==> src/design/nfps_pkg.sv <==
// Package for the NEC frame pulse sequencer: shared constants, register
// indexes, configuration and result structs and the saturating subtract.
// No dependencies.
package nfps_pkg;

    localparam int BITS_PER_BYTE = 8;
    localparam int DATA_BITS = 4 * BITS_PER_BYTE;
    localparam int BIT_IDX_W = $clog2(DATA_BITS);
    localparam int SEG_W = 6;
    localparam int DUR_W = 18;
    localparam int TIME_W = 16;
    localparam int CFG_IDX_W = 3;

    localparam logic [DUR_W-1:0] REPEAT_STOP_US = DUR_W'(560);
    localparam logic [DUR_W-1:0] GAP_TRIM_US = DUR_W'(5);

    localparam logic [CFG_IDX_W-1:0] REG_HEADER_MARK = 3'd0;
    localparam logic [CFG_IDX_W-1:0] REG_HEADER_SPACE = 3'd1;
    localparam logic [CFG_IDX_W-1:0] REG_BIT_MARK = 3'd2;
    localparam logic [CFG_IDX_W-1:0] REG_ONE_SPACE = 3'd3;
    localparam logic [CFG_IDX_W-1:0] REG_ZERO_SPACE = 3'd4;
    localparam logic [CFG_IDX_W-1:0] REG_FRAME_PERIOD = 3'd5;
    localparam logic [CFG_IDX_W-1:0] REG_REPEAT_MARK = 3'd6;
    localparam logic [CFG_IDX_W-1:0] REG_REPEAT_SPACE = 3'd7;

    localparam logic [TIME_W-1:0] HEADER_MARK_RST = TIME_W'(9000);
    localparam logic [TIME_W-1:0] HEADER_SPACE_RST = TIME_W'(4500);
    localparam logic [TIME_W-1:0] BIT_MARK_RST = TIME_W'(560);
    localparam logic [TIME_W-1:0] ONE_SPACE_RST = TIME_W'(1690);
    localparam logic [TIME_W-1:0] ZERO_SPACE_RST = TIME_W'(560);
    localparam logic [DUR_W-1:0] FRAME_PERIOD_RST = DUR_W'(108000);
    localparam logic [TIME_W-1:0] REPEAT_MARK_RST = TIME_W'(9000);
    localparam logic [TIME_W-1:0] REPEAT_SPACE_RST = TIME_W'(2250);

    localparam logic CMD_START = 1'b0;
    localparam logic CMD_TICK = 1'b1;

    typedef struct packed {
        logic [TIME_W-1:0] header_mark_us;
        logic [TIME_W-1:0] header_space_us;
        logic [TIME_W-1:0] bit_mark_us;
        logic [TIME_W-1:0] one_space_us;
        logic [TIME_W-1:0] zero_space_us;
        logic [DUR_W-1:0]  frame_period_us;
        logic [TIME_W-1:0] repeat_mark_us;
        logic [TIME_W-1:0] repeat_space_us;
    } cfg_t;

    typedef struct packed {
        logic       command;
        logic [7:0] address_byte;
        logic [7:0] address_check_byte;
        logic [7:0] code_byte;
        logic [7:0] code_check_byte;
        logic [7:0] repeat_count;
    } item_t;

    typedef struct packed {
        logic             carrier_on;
        logic [DUR_W-1:0] duration_us;
        logic             timer_arm;
        logic             done_res;
        logic             busy_error;
    } seg_t;

    function automatic logic [DUR_W-1:0] sat_sub(input logic [DUR_W-1:0] a,
                                                 input logic [DUR_W:0] b);
        logic [DUR_W-1:0] diff;
        diff = a - b[DUR_W-1:0];
        return ({1'b0, a} > b) ? diff : '0;
    endfunction

endpackage

==> src/design/nfps_seq.sv <==
// Segment sequencer of the NEC frame pulse sequencer: frame state and the
// registered result stage. Depends on nfps_pkg.
module nfps_seq
    import nfps_pkg::*;
(
    input  logic  aclk,
    input  logic  aresetn,
    input  cfg_t  cfg,
    input  logic  take,
    input  item_t item,
    input  logic  out_ready,
    output logic  can_take,
    output logic  res_valid,
    output seg_t  res
);

    typedef enum logic [1:0] {
        PH_IDLE,
        PH_HEADER,
        PH_DATA,
        PH_REPEAT
    } phase_t;

    phase_t           phase_reg, phase_next;
    logic             in_space_half_reg, in_space_half_next;
    logic [SEG_W-1:0] segment_count_reg, segment_count_next;
    logic [31:0]      frame_bytes_reg, frame_bytes_next;
    logic [7:0]       repeats_left_reg, repeats_left_next;
    logic [DUR_W-1:0] period_reg, period_next;
    logic             res_valid_reg;
    seg_t             res_reg, res_next;
    logic             emit;
    logic [7:0]       repeats_dec;
    logic [DUR_W-1:0] bit_space;

    assign can_take = !res_valid_reg || out_ready;
    assign res_valid = res_valid_reg;
    assign res = res_reg;
    assign repeats_dec = repeats_left_reg - 8'd1;
    assign bit_space = frame_bytes_reg[segment_count_reg[BIT_IDX_W-1:0]]
                       ? DUR_W'(cfg.one_space_us) : DUR_W'(cfg.zero_space_us);

    always_comb begin
        phase_next = phase_reg;
        in_space_half_next = in_space_half_reg;
        segment_count_next = segment_count_reg;
        frame_bytes_next = frame_bytes_reg;
        repeats_left_next = repeats_left_reg;
        period_next = period_reg;
        res_next = '0;
        emit = 1'b1;
        if (item.command == CMD_START) begin
            if (phase_reg != PH_IDLE) begin
                res_next.busy_error = 1'b1;
            end else begin
                frame_bytes_next = {item.code_check_byte, item.code_byte,
                                    item.address_check_byte, item.address_byte};
                repeats_left_next = item.repeat_count;
                in_space_half_next = 1'b0;
                segment_count_next = '0;
                period_next = cfg.frame_period_us;
                phase_next = PH_HEADER;
                res_next.carrier_on = 1'b1;
                res_next.duration_us = DUR_W'(cfg.header_mark_us);
                res_next.timer_arm = 1'b1;
            end
        end else begin
            res_next.timer_arm = 1'b1;
            case (phase_reg)
                PH_HEADER: begin
                    period_next = sat_sub(period_reg, {3'b000, cfg.header_mark_us}
                                                      + {3'b000, cfg.header_space_us});
                    phase_next = PH_DATA;
                    in_space_half_next = 1'b0;
                    segment_count_next = '0;
                    res_next.duration_us = DUR_W'(cfg.header_space_us);
                end
                PH_DATA: begin
                    if (!in_space_half_reg) begin
                        in_space_half_next = 1'b1;
                        period_next = sat_sub(period_reg, (DUR_W+1)'(cfg.bit_mark_us));
                        res_next.carrier_on = 1'b1;
                        res_next.duration_us = DUR_W'(cfg.bit_mark_us);
                    end else if (segment_count_reg < SEG_W'(DATA_BITS)) begin
                        segment_count_next = segment_count_reg + SEG_W'(1);
                        in_space_half_next = 1'b0;
                        period_next = sat_sub(period_reg, {1'b0, bit_space});
                        res_next.duration_us = bit_space;
                    end else begin
                        in_space_half_next = 1'b0;
                        segment_count_next = '0;
                        if (repeats_left_reg != 8'd0) begin
                            res_next.duration_us = sat_sub(period_reg, {1'b0, GAP_TRIM_US});
                            period_next = cfg.frame_period_us;
                            phase_next = PH_REPEAT;
                        end else begin
                            phase_next = PH_IDLE;
                            repeats_left_next = '0;
                            period_next = cfg.frame_period_us;
                            res_next.timer_arm = 1'b0;
                            res_next.done_res = 1'b1;
                        end
                    end
                end
                PH_REPEAT: begin
                    case (segment_count_reg[1:0])
                        2'd0: begin
                            segment_count_next = SEG_W'(1);
                            period_next = sat_sub(period_reg, (DUR_W+1)'(cfg.repeat_mark_us));
                            res_next.carrier_on = 1'b1;
                            res_next.duration_us = DUR_W'(cfg.repeat_mark_us);
                        end
                        2'd1: begin
                            segment_count_next = SEG_W'(2);
                            period_next = sat_sub(period_reg,
                                                  (DUR_W+1)'(cfg.repeat_space_us));
                            res_next.duration_us = DUR_W'(cfg.repeat_space_us);
                        end
                        2'd2: begin
                            segment_count_next = SEG_W'(3);
                            period_next = sat_sub(period_reg, {1'b0, REPEAT_STOP_US});
                            res_next.carrier_on = 1'b1;
                            res_next.duration_us = REPEAT_STOP_US;
                        end
                        default: begin
                            repeats_left_next = repeats_dec;
                            period_next = cfg.frame_period_us;
                            segment_count_next = '0;
                            if (repeats_dec != 8'd0) begin
                                res_next.duration_us = period_reg;
                            end else begin
                                phase_next = PH_IDLE;
                                in_space_half_next = 1'b0;
                                res_next.timer_arm = 1'b0;
                                res_next.done_res = 1'b1;
                            end
                        end
                    endcase
                end
                default: begin
                    emit = 1'b0;
                    res_next.timer_arm = 1'b0;
                end
            endcase
        end
    end

    always_ff @(posedge aclk) begin
        if (!aresetn) begin
            phase_reg <= PH_IDLE;
            in_space_half_reg <= 1'b0;
            segment_count_reg <= '0;
            repeats_left_reg <= '0;
            period_reg <= FRAME_PERIOD_RST;
            res_valid_reg <= 1'b0;
        end else begin
            if (take) begin
                phase_reg <= phase_next;
                in_space_half_reg <= in_space_half_next;
                segment_count_reg <= segment_count_next;
                frame_bytes_reg <= frame_bytes_next;
                repeats_left_reg <= repeats_left_next;
                period_reg <= period_next;
            end
            if (take && emit) begin
                res_reg <= res_next;
                res_valid_reg <= 1'b1;
            end else if (out_ready) begin
                res_valid_reg <= 1'b0;
            end
        end
    end

endmodule

==> src/design/nec_frame_pulse_sequencer.sv <==
// NEC frame pulse sequencer top level: configuration registers, input
// register and the segment sequencer. Depends on nfps_pkg and nfps_seq.
// An accepted transaction passes the input register and then the result register to the outputs.
// Throughput: one transaction per cycle while m_ready does not stall the result, set by the input and result registers.
// Reset: synchronous, active low; control and configuration registers return to their defaults, idle.
module nec_frame_pulse_sequencer
    import nfps_pkg::*;
(
    input  logic                 aclk,
    input  logic                 aresetn,
    input  logic                 cfg_wr_en,
    input  logic [CFG_IDX_W-1:0] cfg_addr,
    input  logic [DUR_W-1:0]     cfg_wr_data,
    input  logic                 s_valid,
    output logic                 s_ready,
    input  logic                 s_command,
    input  logic [7:0]           s_address_byte,
    input  logic [7:0]           s_address_check_byte,
    input  logic [7:0]           s_code_byte,
    input  logic [7:0]           s_code_check_byte,
    input  logic [7:0]           s_repeat_count,
    output logic                 m_valid,
    input  logic                 m_ready,
    output logic                 m_carrier_on,
    output logic [DUR_W-1:0]     m_duration_us,
    output logic                 m_timer_arm,
    output logic                 m_done_res,
    output logic                 m_busy_error
);

    cfg_t  cfg_reg;
    logic  in_valid_reg;
    item_t item_reg;
    logic  can_take;
    logic  take;
    seg_t  res;

    assign take = in_valid_reg && can_take;
    assign s_ready = !in_valid_reg || can_take;

    always_ff @(posedge aclk) begin
        if (!aresetn) begin
            cfg_reg.header_mark_us <= HEADER_MARK_RST;
            cfg_reg.header_space_us <= HEADER_SPACE_RST;
            cfg_reg.bit_mark_us <= BIT_MARK_RST;
            cfg_reg.one_space_us <= ONE_SPACE_RST;
            cfg_reg.zero_space_us <= ZERO_SPACE_RST;
            cfg_reg.frame_period_us <= FRAME_PERIOD_RST;
            cfg_reg.repeat_mark_us <= REPEAT_MARK_RST;
            cfg_reg.repeat_space_us <= REPEAT_SPACE_RST;
        end else if (cfg_wr_en) begin
            case (cfg_addr)
                REG_HEADER_MARK: cfg_reg.header_mark_us <= cfg_wr_data[TIME_W-1:0];
                REG_HEADER_SPACE: cfg_reg.header_space_us <= cfg_wr_data[TIME_W-1:0];
                REG_BIT_MARK: cfg_reg.bit_mark_us <= cfg_wr_data[TIME_W-1:0];
                REG_ONE_SPACE: cfg_reg.one_space_us <= cfg_wr_data[TIME_W-1:0];
                REG_ZERO_SPACE: cfg_reg.zero_space_us <= cfg_wr_data[TIME_W-1:0];
                REG_FRAME_PERIOD: cfg_reg.frame_period_us <= cfg_wr_data;
                REG_REPEAT_MARK: cfg_reg.repeat_mark_us <= cfg_wr_data[TIME_W-1:0];
                REG_REPEAT_SPACE: cfg_reg.repeat_space_us <= cfg_wr_data[TIME_W-1:0];
                default: cfg_reg <= cfg_reg;
            endcase
        end
    end

    always_ff @(posedge aclk) begin
        if (!aresetn) begin
            in_valid_reg <= 1'b0;
        end else begin
            if (s_valid && s_ready) begin
                in_valid_reg <= 1'b1;
                item_reg <= '{command: s_command,
                              address_byte: s_address_byte,
                              address_check_byte: s_address_check_byte,
                              code_byte: s_code_byte,
                              code_check_byte: s_code_check_byte,
                              repeat_count: s_repeat_count};
            end else if (can_take) begin
                in_valid_reg <= 1'b0;
            end
        end
    end

    nfps_seq u_seq (
        .aclk      (aclk),
        .aresetn   (aresetn),
        .cfg       (cfg_reg),
        .take      (take),
        .item      (item_reg),
        .out_ready (m_ready),
        .can_take  (can_take),
        .res_valid (m_valid),
        .res       (res)
    );

    assign m_carrier_on = res.carrier_on;
    assign m_duration_us = res.duration_us;
    assign m_timer_arm = res.timer_arm;
    assign m_done_res = res.done_res;
    assign m_busy_error = res.busy_error;

endmodule

==> config.mk <==
export PLATFORM = sky130hd
export DESIGN_NAME = nec_frame_pulse_sequencer
export DESIGN_NICKNAME = d
export VERILOG_FILES = /design/src/design/nfps_pkg.sv /design/src/design/nfps_seq.sv /design/src/design/nec_frame_pulse_sequencer.sv
export SDC_FILE = /design/constraint.sdc
export NUM_CORES = 1
export LEC_CHECK = 0
export BUFFER_PORTS_ARGS = -buffer_cell sky130_fd_sc_hd__buf_2
export CAP_MARGIN = 20
export CORE_MARGIN = 1.5
export CORE_UTILIZATION = 35
export DETAILED_ROUTE_END_ITERATION = 10
export PLACE_DENSITY_LB_ADDON = 0.3
export SLEW_MARGIN = 5
export SYNTH_ARGS = -nofsm -noshare
export SYNTH_HDL_FRONTEND = slang
export SYNTH_SLANG_ARGS = --single-unit
==> constraint.sdc <==
create_clock -name aclk -period 14.9 [get_ports aclk]
set_input_delay 0.745 -clock aclk [delete_from_list [all_inputs] [get_ports aclk]]
set_output_delay 0.745 -clock aclk [all_outputs]
set_load 0.01 [all_outputs]
# == Word-level counts from Yosys, hierarchy flattened ==
# Index checks and enable logic that the tools add are counted.
# op_classes
muxes,67
order_cmp,9
shifts,0
n_bitwise,2
n_reduce_logical,33
div_mod_pow,0
mul,0
eq_ne,20
add_sub_neg,10
# ops
op,count
two-way mux 18 bit,15
one-hot mux 18 bit (3 select lines),4
greater-than comparator 18 x 16 -> 1 bit,3
subtractor 18 x 16 -> 18 bit,3
two-way mux 8 bit,6
two-way mux 20 bit,2
subtractor 18 bit,2
two-way mux 2 bit,12
two-way mux 6 bit,4
AND reduction 2 bit,10
greater-than comparator 18 x 19 -> 1 bit,1
greater-than comparator 18 x 10 -> 1 bit (second input constant),1
greater-than comparator 18 bit,1
greater-than comparator 18 x 3 -> 1 bit (second input constant),1
one-hot mux 6 bit (3 select lines),1
subtractor 18 x 10 -> 18 bit (second input constant),1
subtractor 18 x 3 -> 18 bit (second input constant),1
adder 16 x 16 -> 17 bit,1
two-way mux 16 bit,1
one-hot mux 8 bit (2 select lines),1
nonzero test 8 bit,2
two-way mux 1 bit,14
AND reduction 7 bit,2
== test 3 bit (second input constant),4
29 further kinds,48
# totals
mem_bits_ro,0
mem_count,0
in_bits,67
latch_bits,0
ram_bits,0
reg_bits,262

# == Logic depth before layout (Yosys ltp) ==
# Gate-level depths: netlist of run 1.
# depth
word_depth,9
mapped_depth,22
depth_no_buf,22

# == Cells and area by module ==
# Synthesis of run 1 repeated with hierarchy kept, for this count alone.
# unflattened
hier_cells,2018
hier_area_um2,17850.9
# modules_own_cells
mod,area_each_um2,seq_area_each_um2,cells_each,instances
nfps_seq,11629.9,2342.2,1502,1
nec_frame_pulse_sequencer,6221.0,3853.7,516,1

# == Worst setup path before layout of run 1 ==
# OpenSTA, ideal clock, no wires.
# synth_path
kind,flip-flop to flip-flop
startpoint,reg u_seq.segment_count_reg[0]
endpoint,reg u_seq.period_reg[17]
setup_time_ns,0.129
path_stages_with_launch,18
arrival_ns,4.600
slack_ns,10.172
n_path_buf,3
cell_sequence,dfxtp_1 > buf_4 > mux4_2 > mux4_2 > mux2i_4 > buf_8 > mux2i_1 > ha_1 > clkbuf_1 > a21o_1 > a31o_2 > or3_1 > o2111ai_1 > a31oi_1 > o41ai_1 > xor2_1 > a221oi_1 > o211ai_1
# synth_between
elab_chain_len,9
# synth_rtl
element,line_no,text
start: declaration,nfps_seq.sv:26,"logic [SEG_W-1:0] segment_count_reg, segment_count_next;"
start signal: assignment,nfps_seq.sv:160,segment_count_reg <= segment_count_next;
binary-select mux 1 bit (select 5 bit),nfps_seq.sv:40,assign bit_space = frame_bytes_reg[segment_count_reg[BIT_IDX_W-1:0]]
two-way mux 1 bit (not written as such),nfps_seq.sv:40,
two-way mux 16 bit,nfps_seq.sv:41,? DUR_W'(cfg.one_space_us) : DUR_W'(cfg.zero_space_us);
subtractor 18 bit or greater-than comparator 18 bit (tied branches),"nfps_pkg.sv:69, nfps_pkg.sv:70",
two-way mux 18 bit,nfps_pkg.sv:70,"return ({1'b0, a} > b) ? diff : '0;"
two-way mux 18 bit,nfps_seq.sv:84,end else if (segment_count_reg < SEG_W'(DATA_BITS)) begin
two-way mux 18 bit,nfps_seq.sv:79,if (!in_space_half_reg) begin
one-hot mux 18 bit (3 select lines) (*),nfps_seq.sv:69,case (phase_reg)
two-way mux 18 bit (*),nfps_seq.sv:52,if (item.command == CMD_START) begin
end signal: assignment,nfps_seq.sv:163,period_reg <= period_next;
end: declaration,nfps_seq.sv:29,"logic [DUR_W-1:0] period_reg, period_next;"
# Every way passes the cells marked *; elsewhere a longest branch is shown, timed or not. The select of a mux whose other input is x is not followed.
# A chain may end at the register's enable or synchronous reset.

# == Worst setup path after layout of run 1 ==
# layout_path
startpoint,reg u_seq.segment_count_reg[0]
endpoint,reg u_seq.period_reg[5]
# The elaborated chain is that of the path after synthesis.

==> results of run 1 <==
-- cells in the final DEF (no fill, tap or decap), drive strengths merged, types with 31 or more instances in the layout --
cell | Yosys | layout
nand3 | 59 | 59
a22oi | 36 | 36
inv | 96 | 97
nor2 | 118 | 118
dfxtp | 167 | 167
a21o | 34 | 34
xnor2 | 55 | 55
nand2 | 339 | 339
buf | 20 | 129
nor3 | 41 | 41
o21ai | 112 | 112
clkbuf | 109 | 31
edfxtp | 95 | 95
xor2 | 45 | 45
a21oi | 202 | 202
o211ai | 53 | 53
ha | 109 | 109
-- power groups by stage --
stage                     sequential (W)  combinational (W)  clock (W)
after floorplan                 0.000790           0.000232          0
after global placement          0.000798           0.000357          0
after detailed placement        0.000798           0.000359          0
after CTS                       0.000783           0.000361   0.000786
after global routing            0.000784           0.000395   0.000814
final                           0.000783           0.000370   0.000778
-- per-stage QoR --
step	cell area [sq um]	hold WS, ps	utilization (%)
2_1_floorplan	17300	400	-
3_3_place_gp	18300	406	37.6
3_5_place_dp	18400	405	37.6
4_1_cts	19400	302	39.7
5_1_grt	19400	302	39.7
6_report	19400	328	39.7
-- worst max-delay path: cells and delay by family (launching register included) --
family                     cells  cell delay, ps
DFF                            1             800
adders and majority gates      2             570
AOI/OAI and AO/OA              8            1780
muxes                          4            2110
buffers and inverters          1              60
and+or+nand+nor                1             360
-- routing by layer --
layer	GRT usage, %	vias to the layer above	share of wire (%)
met3	4.58	174	8.2
met2	43.1	776	44
met5	0	-	0
met1	36.5	8025	42
li1	-	7611	-
met4	14.1	0	5.7
-- logic make-up (layout without fill, tap and decap cells) --
logic type	after synthesis	after routing	synth area share, %
compound gates	653	653	25.1
buf+inv	227	283	5.23
flops	262	262	35.9
simple gates	682	682	17.6
xor+xnor	100	100	5.07
mux	30	30	2.54
fa+ha+maj	115	115	8.59
-- path summary, 6_finish.rpt --
| kind | start | to | slack, ps |
|---|---|---|---|
| setup / recovery | u_seq.segment_count_reg[0] | u_seq.period_reg[5] | 9010 |
| hold / removal | s_address_check_byte[4] | item_reg[28] | 330 |
| setup reg to reg | u_seq.segment_count_reg[0] | u_seq.period_reg[5] | 9010 |
| hold reg to reg | item_reg[36] | u_seq.frame_bytes_reg[4] | 420 |
-- cell type report --
type | count | area, sq um | share of cell area, %
Multi-Input combinational cell | 1580 | 10200 | 52.7
Sequential cell | 262 | 6200 | 32.0
Tap cell | 664 | 831 | 4.29
Clock buffer | 31 | 754 | 3.89
Timing Repair Buffer | 129 | 743 | 3.84
Inverter | 98 | 369 | 1.90
Clock inverter | 25 | 268 | 1.38
==> results.env, run 1 <==
DIE_OUTLINE_AREA_SQ_UM=50700
ANTENNA_CELLS_INSERTED=0
DRV_CAP=0
SWITCHINGPOWER_W=0.000603
SYNTH.FF_LATCH_COUNT=262
GRT_REMAINING_OVERFLOW=0
DESIGN.CORE.AREA_SQ_UM=48800
ANT_NETS=0
CP_SLOWEST_CELL='dfxtp_1'
CRITPATHLAUNCHTYPE='register'
YOSYSUNIQUECELLTYPES=83
GRT_UTIL_ALL_LAYERS_PCT=27.5
FINCLKSKEW_PS=15.3
UNREPAIRED_SETUP_ENDPOINTS_AFTER_GLOBAL_ROUTING='false'
FINAL_NETS=2283
SYNTH.MOST_COMMON_CELL='nand2_1'
GRT_MAX_DEGREE=64
DRT_DRC_VIOLATIONS_LEFT=0
GPL.FINAL_WEIGHTED_CONGESTION=0.970
SYN_WARNINGS=0
P_PER_AREA_nW_PER_UM2=99.7
SYNTH_TOP_CELLS_BY_COUNT='nand2_1 (339), a21oi_1 (202), dfxtp_1 (167)'
CLKTRANSATPATHREGS_PS=70
SYN-NUM-NETS=2251
COMB_POWER_SHARE_PCT=19.2
CTS_MAX_LEVEL=1
CTS-HOLD-FIX-BUFFERS=0
CELLLEAKAGEPOWER_nW=7.06
MAX-CLOCK-PATH-BUFFERS=3
POST_SYNTH_INSTANCE_AREA_SQ_UM=17300
CLOCK-ROOT-BUFFER='clkbuf_16'
AREA_GROWTH_SYN_TO_LAYOUT_PCT=12.1
STATUS='finished, final reports clean'
FINAL_INSTANCE_COUNT_EXCL_FILLERS=2789
SYNTH_AREA_LEADERS='dfxtp_1 (19%), edfxtp_1 (17%), ha_1 (7.9%)'
FILLER_CELL_COUNT=5005
FMAXACHIEVABLE_MHz=170
FRACTION_OF_POST_SYNTHESIS_CELL_AREA_IN_THE_TOP_CELL_TYPE_BY_AREA_PCT=19.3
NUMBER_OF_BUFFERS_CREATED_BY_CTS=30
FINAL-MAX-SLEW-VIOLATION-COUNT=0
SYNTH_SEQ_AREA_SHARE_PCT=35.9
POSTSYNTHCELLCOUNT=2069
SHARE_OF_FINAL_LAYOUT_STANDARD_CELLS_STRONGER_THAN_DRIVE_STRENGTH_1_PCT=10.8
CELL_DEPTH_OF_THE_WORST_MIN_DELAY_PATH=1
CRITPATHCAPTURETYPE='register'
CLOCK_POWER_SHARE_PCT=40.3
DIE_Y_UM=225
ROUTE.DETAILED.VIAS_PER_INST=5.95
FLOORPLAN.DIE.WIDTH_UM=225
NUMBER_OF_FLOPS_MAPPED_TO_ENABLE_CELLS_BY_YOSYS=95
SYNTH-ASYNC-RESET-RATIO_PCT=0
SETUP_VIOL_COUNT_FINAL=0
PORT_BUFS=90
TIMING.FINAL.WS_SETUP_PS=9010
CLKLATENCYLATEPIN_PS=600
NUMBER_OF_FLIP_FLOPS_IN_THE_LARGEST_REGISTER=130
WIRE_LENGTH_OF_THE_FIRST_GLOBAL_ROUTING_PASS_MM=104
CP.REQUIRED_PS=15320
DPL.CELL_COUNT=2733
CTS-RESIZED-GATES=0
CRIT_PATH_CELL_TRACE='mux4_2 -> mux4_2 -> mux2i_4 -> mux2_2 -> ha_1 -> inv_1 -> fa_1 -> a21oi_1 -> o2111ai_1 -> a31oi_1 -> o211ai_1 -> and2_1 -> a22oi_1 -> o221ai_1 -> a211oi_1 -> o221ai_1'
CTS_SINKS=262
FLOORPLAN.IO_PINS=91
CORE.ROWCOUNT=81
DP_HPWL_MM=51.9
DOMINANTREGCELLSYNTH='dfxtp_1'
FIN_CRIT_SH_PCT=39.5
WIRE_PER_INST_UM=25.3
YOSYSTOPAREACELL='dfxtp_1'
TIMING.HOLD.WORST.CLASS='primary input to register'
FF2FF_PATH_DEPTH=16
CRITICAL_PATH_ARRIVAL_PS=6310
P_SW_SHARE_PCT=31.2
POST_SYNTH.CELL_AREA_AVG_SQ_UM=8.35
NUMBER_OF_ANTENNA_VIOLATIONS_AT_THE_FIRST_CHECK_IN_GLOBAL_ROUTING=1
P_SEQ_SHARE_PCT=40.5
INITIAL_DETAILED_ROUTING_VIOLATION_COUNT=1576
POST-PLACE-WS_PS=9080
VIAS_POST_DR=16600
CTS_SETUP_BUFFERS=0
TIMING_WORST_SETUP_PATH_TYPE='register to register'
FLOORPLAN.INITIALDENSITY_PCT=35.4
VIA_COUNT_OF_THE_FIRST_GLOBAL_ROUTING_PASS=15900
DESIGN_POWER_TOTAL_W=0.00193
FIRST_PASS_ITERS=5
PERIOD_MINUS_SLACK_PS=5890
WORST-PATH-MAX-FANOUT=16
CRITICAL-PATH-MAX-STAGE-DELAY_PS=800
INTERNAL_POWER_W=0.00133
MAX-VDD-IR-DROP_mV=0.108
HOLD_VIOLATIONS=0
SLEW_HEADROOM_PCT=24.7
TRITONCTS='built'
SETUP-TNS-FINAL_PS=0
SLEW_WORST_PIN_PS=1130
POSTROUTEWIRELENGTH_MM=70.5
No activity file was read; power rests on OpenSTA's default activity.
==> run 2, diff against run 1 <==
- clock period: 14.9 -> 5.5 ns (I/O delays scaled with it)
==> run 2 against run 1 <==
Net effect: design area is 3.2% higher; clock-buffer cell count is 14 higher; highest routed layer unchanged; first-iteration DRC count is 13% higher; critical path type unchanged; global-route usage is 0.23 points higher; die area stayed put.
==> results.env, run 2 (synthesis gave the netlist of run 1 again) <==
POSTROUTEWIRELENGTH_MM=71.5
HOLD_WS_PS=42.6
AREA_GROWTH_SYN_TO_LAYOUT_PCT=15.7
DESIGN_POWER_TOTAL_W=0.00534
FF_LATCH_AREA_SQ_UM=6200
DP_HPWL_MM=52.6
SLEW_HEADROOM_PCT=28.4
ANTENNA_CELLS_INSERTED=0
NUMBER_OF_FLIP_FLOPS_IN_THE_LARGEST_REGISTER=130
STATUS='finished, final reports clean'
FINAL_CELL_MIX='nand2_1 (339), a21oi_1 (201), dfxtp_1 (165), nor2_1 (116), ha_1 (108)'
TRITONCTS='built'
CLKTRANSATPATHREGS_PS=60
FLOORPLAN.DIE.WIDTH_UM=225
GRT_UTIL_ALL_LAYERS_PCT=27.8
VIA_COUNT_OF_THE_FIRST_GLOBAL_ROUTING_PASS=16000
CELLLEAKAGEPOWER_nW=7.37
MAX-CLOCK-PATH-BUFFERS=3
CRIT_PATH_CELL_TRACE='buf_4 -> mux4_2 -> mux4_2 -> mux2i_4 -> buf_4 -> mux2i_1 -> ha_1 -> a21o_1 -> a31o_2 -> or3_1 -> o2111ai_1 -> a31oi_1 -> o41ai_1 -> xor2_1 -> a221oi_1 -> o211ai_1'
FMAXACHIEVABLE_MHz=194
DESIGN.CORE.AREA_SQ_UM=48800
SHARE_OF_FINAL_LAYOUT_STANDARD_CELLS_STRONGER_THAN_DRIVE_STRENGTH_1_PCT=11.1
UNREPAIRED_SETUP_ENDPOINTS_AFTER_GLOBAL_ROUTING='false'
MULTIINPUTGATEAREA_SQ_UM=10200
ANT_NETS=0
CTS_SINKS=262
NUMBER_OF_ANTENNA_VIOLATIONS_AT_THE_FIRST_CHECK_IN_GLOBAL_ROUTING=0
CRITICAL-PATH-MAX-STAGE-DELAY_PS=540
CLOCK_POWER_SHARE_PCT=40.9
INTERNAL_POWER_W=0.00374
LAYOUT.CELLS.MOST_COMMON='nand2_1'
FLOORPLAN.IO_PINS=91
GRT_REMAINING_OVERFLOW=0
CTS_SETUP_BUFFERS=0
DRV_CAP=0
WIRE_LENGTH_OF_THE_FIRST_GLOBAL_ROUTING_PASS_MM=104
DIE_OUTLINE_AREA_SQ_UM=50700
PORT_BUFS=90
CP.REQUIRED_PS=5960
SETUP_VIOL_COUNT_FINAL=0
P_PER_AREA_nW_PER_UM2=267
MAX-VDD-IR-DROP_mV=0.264
CLKLATENCYLATEPIN_PS=600
DRT_DRC_VIOLATIONS_LEFT=0
VIAS_POST_DR=16900
CORE.ROWCOUNT=81
FIN_CRIT_SH_PCT=93.9
CTS_MAX_LEVEL=1
INITIAL_DETAILED_ROUTING_VIOLATION_COUNT=1782
FILLER_CELL_COUNT=4956
SLEW_WORST_PIN_PS=1070
CRITPATHCAPTURETYPE='register'
FINAL-MAX-SLEW-VIOLATION-COUNT=0
SETUP-TNS-FINAL_PS=0
CRIT-REG2REG-LAUNCH='u_seq.segment_count_reg[0]'
FINAL_NETS=2344
PERIOD_MINUS_SLACK_PS=5170
FINCLKSKEW_PS=11.6
HOLD_VIOLATIONS=0
DIE_Y_UM=225
CP_SLOWEST_CELL='mux4_2'
NUMBER_OF_BUFFERS_CREATED_BY_CTS=31
MIN-DELAY-START='m_ready'
CRITPATHLAUNCHTYPE='register'
GPL.FINAL_WEIGHTED_CONGESTION=1.00
TIMING_WORST_SETUP_PATH_TYPE='register to register'
FLOORPLAN.INITIALDENSITY_PCT=35.4
COMB_POWER_SHARE_PCT=19.2
FIRST_PASS_ITERS=5
TIMING.HOLD.WORST.CLASS='primary input to register'
P_SW_SHARE_PCT=30.0
ROUTE.DETAILED.VIAS_PER_INST=5.92
DPL.CELL_COUNT=2749
GRT_MAX_DEGREE=70
SWITCHINGPOWER_W=0.00160
WIRE_PER_INST_UM=25.1
CLOCK-ROOT-BUFFER='clkbuf_16'
WORST_SETUP_PATH_START='u_seq.segment_count_reg[0]'
FINAL_INSTANCE_COUNT_EXCL_FILLERS=2851
CRITICAL_PATH_ARRIVAL_PS=5620
WORST-PATH-MAX-FANOUT=14
P_SEQ_SHARE_PCT=39.8
## run 2: changes by cell type in the layout (fill, tap and decap cells not counted), sizes merged
cell         previous run  this run
bufinv                  4         5
dlygate4sd3             0        44
buf                   129       145
clkinvlp               11         4
clkinv                 11         5
clkbuf                 31        45
## run 2: final cells by class
cell class	instances	area share (%)
Sequential cell	262	31.0
Inverter	98	1.85
Tap cell	664	4.15
Clock buffer	45	4.24
Clock inverter	13	1.09
Timing Repair Buffer	189	6.56
Multi-Input combinational cell	1580	51.1
## run 2: power by group through the flow
stage	Combinational, W	Sequential (W)	Clock [W]
2_1_floorplan	0.000627	0.00214	0
4_1_cts	0.00100	0.00212	0.00221
3_3_place_gp	0.000971	0.00217	0
5_1_grt	0.00109	0.00213	0.00229
6_report	0.00103	0.00213	0.00219
3_5_place_dp	0.000971	0.00217	0
## run 2: worst paths after layout
check | slack (ps) | to | depth (start not counted)
worst min register to register | 420 | u_seq.frame_bytes_reg[8] | 0
worst max-delay path | 330 | u_seq.period_reg[17] | 16
worst min-delay path | 40 | u_seq.res_valid | 3
worst max register to register | 330 | u_seq.period_reg[17] | 16
## run 2: per-layer routing
layer	part of all wire, %	global-route usage, %	vias to the layer above
met5	0	0	-
met4	6.1	15.3	0
met3	8.8	4.77	193
met2	43	42.4	808
met1	42	37.2	8123
li1	-	-	7754
## run 2: critical path: cells and delay by family, from the launching register on
family | cells | cell delay, ps
compound gates | 7 | 1740
mux | 4 | 1700
buf+inv | 2 | 480
fa+ha+maj | 1 | 340
simple gates | 1 | 330
flops | 1 | 310
xor+xnor | 1 | 120
## run 2: repair_timing
item	4_1_cts	5_1_grt
resized for setup	0	3
hold endpoints to repair	44	0
hold buffers	44	0
endpoints found under the setup margin	0	3
## run 2: stage by stage
| stage | utilization [%] | setup WS (ps) | area [sq um] |
|---|---|---|---|
| 6_report | 40.9 | 333 | 20000 |
| 5_1_grt | 40.9 | 71.7 | 20000 |
| 4_1_cts | 40.9 | 266 | 20000 |
| 3_5_place_dp | 37.8 | 275 | 18500 |
| 3_3_place_gp | 37.8 | 326 | 18500 |
| 2_1_floorplan | - | 772 | 17300 |
==> run 3, diff against run 2 <==
- CORE_UTILIZATION: 35 -> 60
==> run 3 against run 2 <==
Net effect: die area decreased by 41%; wire length decreased by 0.52%; critical endpoint is now u_seq.period_reg[16]; global-route usage increased by 18 points; total power decreased by 4.3%; largest power group is now sequential cells.
==> results.env, run 3 (synthesis gave the netlist of run 1 again) <==
DIE_Y_UM=173
FLOORPLAN.DIE.WIDTH_UM=173
CELLLEAKAGEPOWER_nW=7.26
GRTUSAGEMET3_PCT=14.2
VIA_COUNT_OF_THE_FIRST_GLOBAL_ROUTING_PASS=16500
CP.REQUIRED_PS=5940
FLOORPLAN.IO_PINS=91
POSTROUTEWIRELENGTH_MM=71.1
PERIOD_MINUS_SLACK_PS=5260
AREA_GROWTH_SYN_TO_LAYOUT_PCT=12.7
CTS_MAX_LEVEL=1
MAX-VDD-IR-DROP_mV=0.330
LAYOUT.CELLS.MOST_COMMON='nand2_1'
CLOCK-ROOT-BUFFER='clkbuf_16'
TRITONCTS='built'
SHARE_OF_FINAL_LAYOUT_STANDARD_CELLS_STRONGER_THAN_DRIVE_STRENGTH_1_PCT=11.0
FMAXACHIEVABLE_MHz=190
WIRE_LENGTH_OF_THE_FIRST_GLOBAL_ROUTING_PASS_MM=104
SETUP-TNS-FINAL_PS=0
MAX-CLOCK-PATH-BUFFERS=3
CTS_SINKS=262
NUMBER_OF_ANTENNA_VIOLATIONS_AT_THE_FIRST_CHECK_IN_GLOBAL_ROUTING=3
SETUP_VIOL_COUNT_FINAL=0
INITIAL_DETAILED_ROUTING_VIOLATION_COUNT=2805
FIRST_PASS_ITERS=8
ANT_NETS=0
FINAL_CELL_MIX='nand2_1 (339), a21oi_1 (201), dfxtp_1 (166), nor2_1 (115), ha_1 (108)'
CRITICAL_PATH_ARRIVAL_PS=5700
CLKTRANSATPATHREGS_PS=60
CORE.ROWCOUNT=61
WORST-PATH-MAX-FANOUT=13
RR_ENDPOINT='u_seq.period_reg[16]'
SLEW_HEADROOM_PCT=21.7
UNREPAIRED_SETUP_ENDPOINTS_AFTER_GLOBAL_ROUTING='false'
GRT_REMAINING_OVERFLOW=0
CRITPATHCAPTURETYPE='register'
FINAL_NETS=2333
CLKLATENCYLATEPIN_PS=580
DRT_DRC_VIOLATIONS_LEFT=0
PORT_BUFS=90
ROUTE.DETAILED.VIAS_PER_INST=6.96
NUMBER_OF_BUFFERS_CREATED_BY_CTS=28
NUMBER_OF_FLIP_FLOPS_IN_THE_LARGEST_REGISTER=130
HOLD_VIOLATIONS=0
STATUS='finished, final reports clean'
USE_MET2_PCT=65.9
GRT_MAX_DEGREE=98
FINCLKSKEW_PS=29.6
TIMING_WORST_SETUP_PATH_TYPE='register to register'
DIE_OUTLINE_AREA_SQ_UM=29800
FIN_CRIT_SH_PCT=95.6
DP_HPWL_MM=49.8
FF2FF_PATH_DEPTH=16
DRV_CAP=0
HOLD_WS_PS=54.9
CRIT-REG2REG-LAUNCH='u_seq.segment_count_reg[0]'
R2R_SETUP_SLACK_PS=240
DESIGN_POWER_TOTAL_W=0.00511
DESIGN.CORE.AREA_SQ_UM=28100
CRIT_PATH_END='u_seq.period_reg[16]'
TIMING.HOLD.WORST.CLASS='primary input to register'
CRITPATHLAUNCHTYPE='register'
VIAS_POST_DR=17800
GRTUSAGEMET1_PCT=62.2
WORST_SETUP_PATH_START='u_seq.segment_count_reg[0]'
GRT_UTIL_ALL_LAYERS_PCT=46.2
POST-PLACE-WS_PS=87.1
WIRE_PER_INST_UM=27.9
P_PER_AREA_nW_PER_UM2=262
FINAL-MAX-SLEW-VIOLATION-COUNT=0
FLOORPLAN.INITIALDENSITY_PCT=61.5
TIMING.FINAL.WS_SETUP_PS=244
SLEW_WORST_PIN_PS=1170
GLOBALROUTE.BUSIESTLAYER='met2'
GPL.FINAL_WEIGHTED_CONGESTION=1.08
[run 3: layer usage]
layer | wire length (um) | vias up
met3 | 10800 | 315
met5 | 0 | -
met2 | 28700 | 1431
met4 | 5180 | 0
met1 | 26400 | 8292
li1 | - | 7727
[run 3: worst max-delay path, cell delays in order (launching register included)]
cell and delay (ps):
dfxtp_1 330, buf_4 250, mux4_2 570, mux4_2 530, mux2i_4 190, buf_12 150, buf_4 140, mux2i_1 490
ha_1 380, a21o_1 190, a21o_1 180, a21o_1 190, o41a_1 370, and2_1 290, a221oi_1 320, a311oi_1 110
o41a_1 430
[run 3: area by class of cell]
cell class | count | area, sq um
multi-input combinational | 1580 | 10200
fill | 2283 | 8600
sequential | 262 | 6200
timing repair buffer | 181 | 1270
clock buffer | 29 | 704
tap | 378 | 473
inverter | 98 | 369
clock inverter | 23 | 245
antenna | 1 | 2.50
[run 3: worst min-delay path by stage]
stage | from | endpoint | slack, ps | cells after the start
2_1_floorplan | s_repeat_count[0] | item_reg[0] | 370 | 0
3_3_place_gp | item_reg[39] | u_seq.frame_bytes_reg[7] | 400 | 0
3_5_place_dp | item_reg[10] | u_seq.frame_bytes_reg[26] | 400 | 0
4_1_cts | cfg_wr_data[2] | cfg_reg[2] | 30 | 3
5_1_grt | cfg_wr_data[2] | cfg_reg[68] | 50 | 3
6_report | cfg_wr_data[1] | cfg_reg[99] | 50 | 3
[run 3: timing repair]
| action | in CTS | in global routing |
|---|---|---|
| resized for setup | 0 | 3 |
| hold buffers | 44 | 0 |
| buffers inserted | 0 | 2 |
| endpoints found under the hold margin | 44 | 0 |
| setup endpoints to repair | 0 | 9 |
[run 3: stage by stage]
| step | utilization, % | instance area, sq um | std cells |
|---|---|---|---|
| 5_1_grt | 69.4 | 19500 | 2551 |
| 4_1_cts | 69.2 | 19400 | 2548 |
| 2_1_floorplan | - | 17300 | 2069 |
| 3_5_place_dp | 64.2 | 18000 | 2452 |
| 6_report | 69.4 | 19500 | 2552 |
| 3_3_place_gp | 64.2 | 18000 | 2452 |
[run 3: power by group]
group / internal [W] / leakage [nW] / switching (W) / total [W]
logic: 0.000362 / 4.59 / 0.000647 / 0.00101
clock network: 0.00109 / 0.437 / 0.000883 / 0.00197
registers: 0.00207 / 2.23 / 0.0000645 / 0.00213
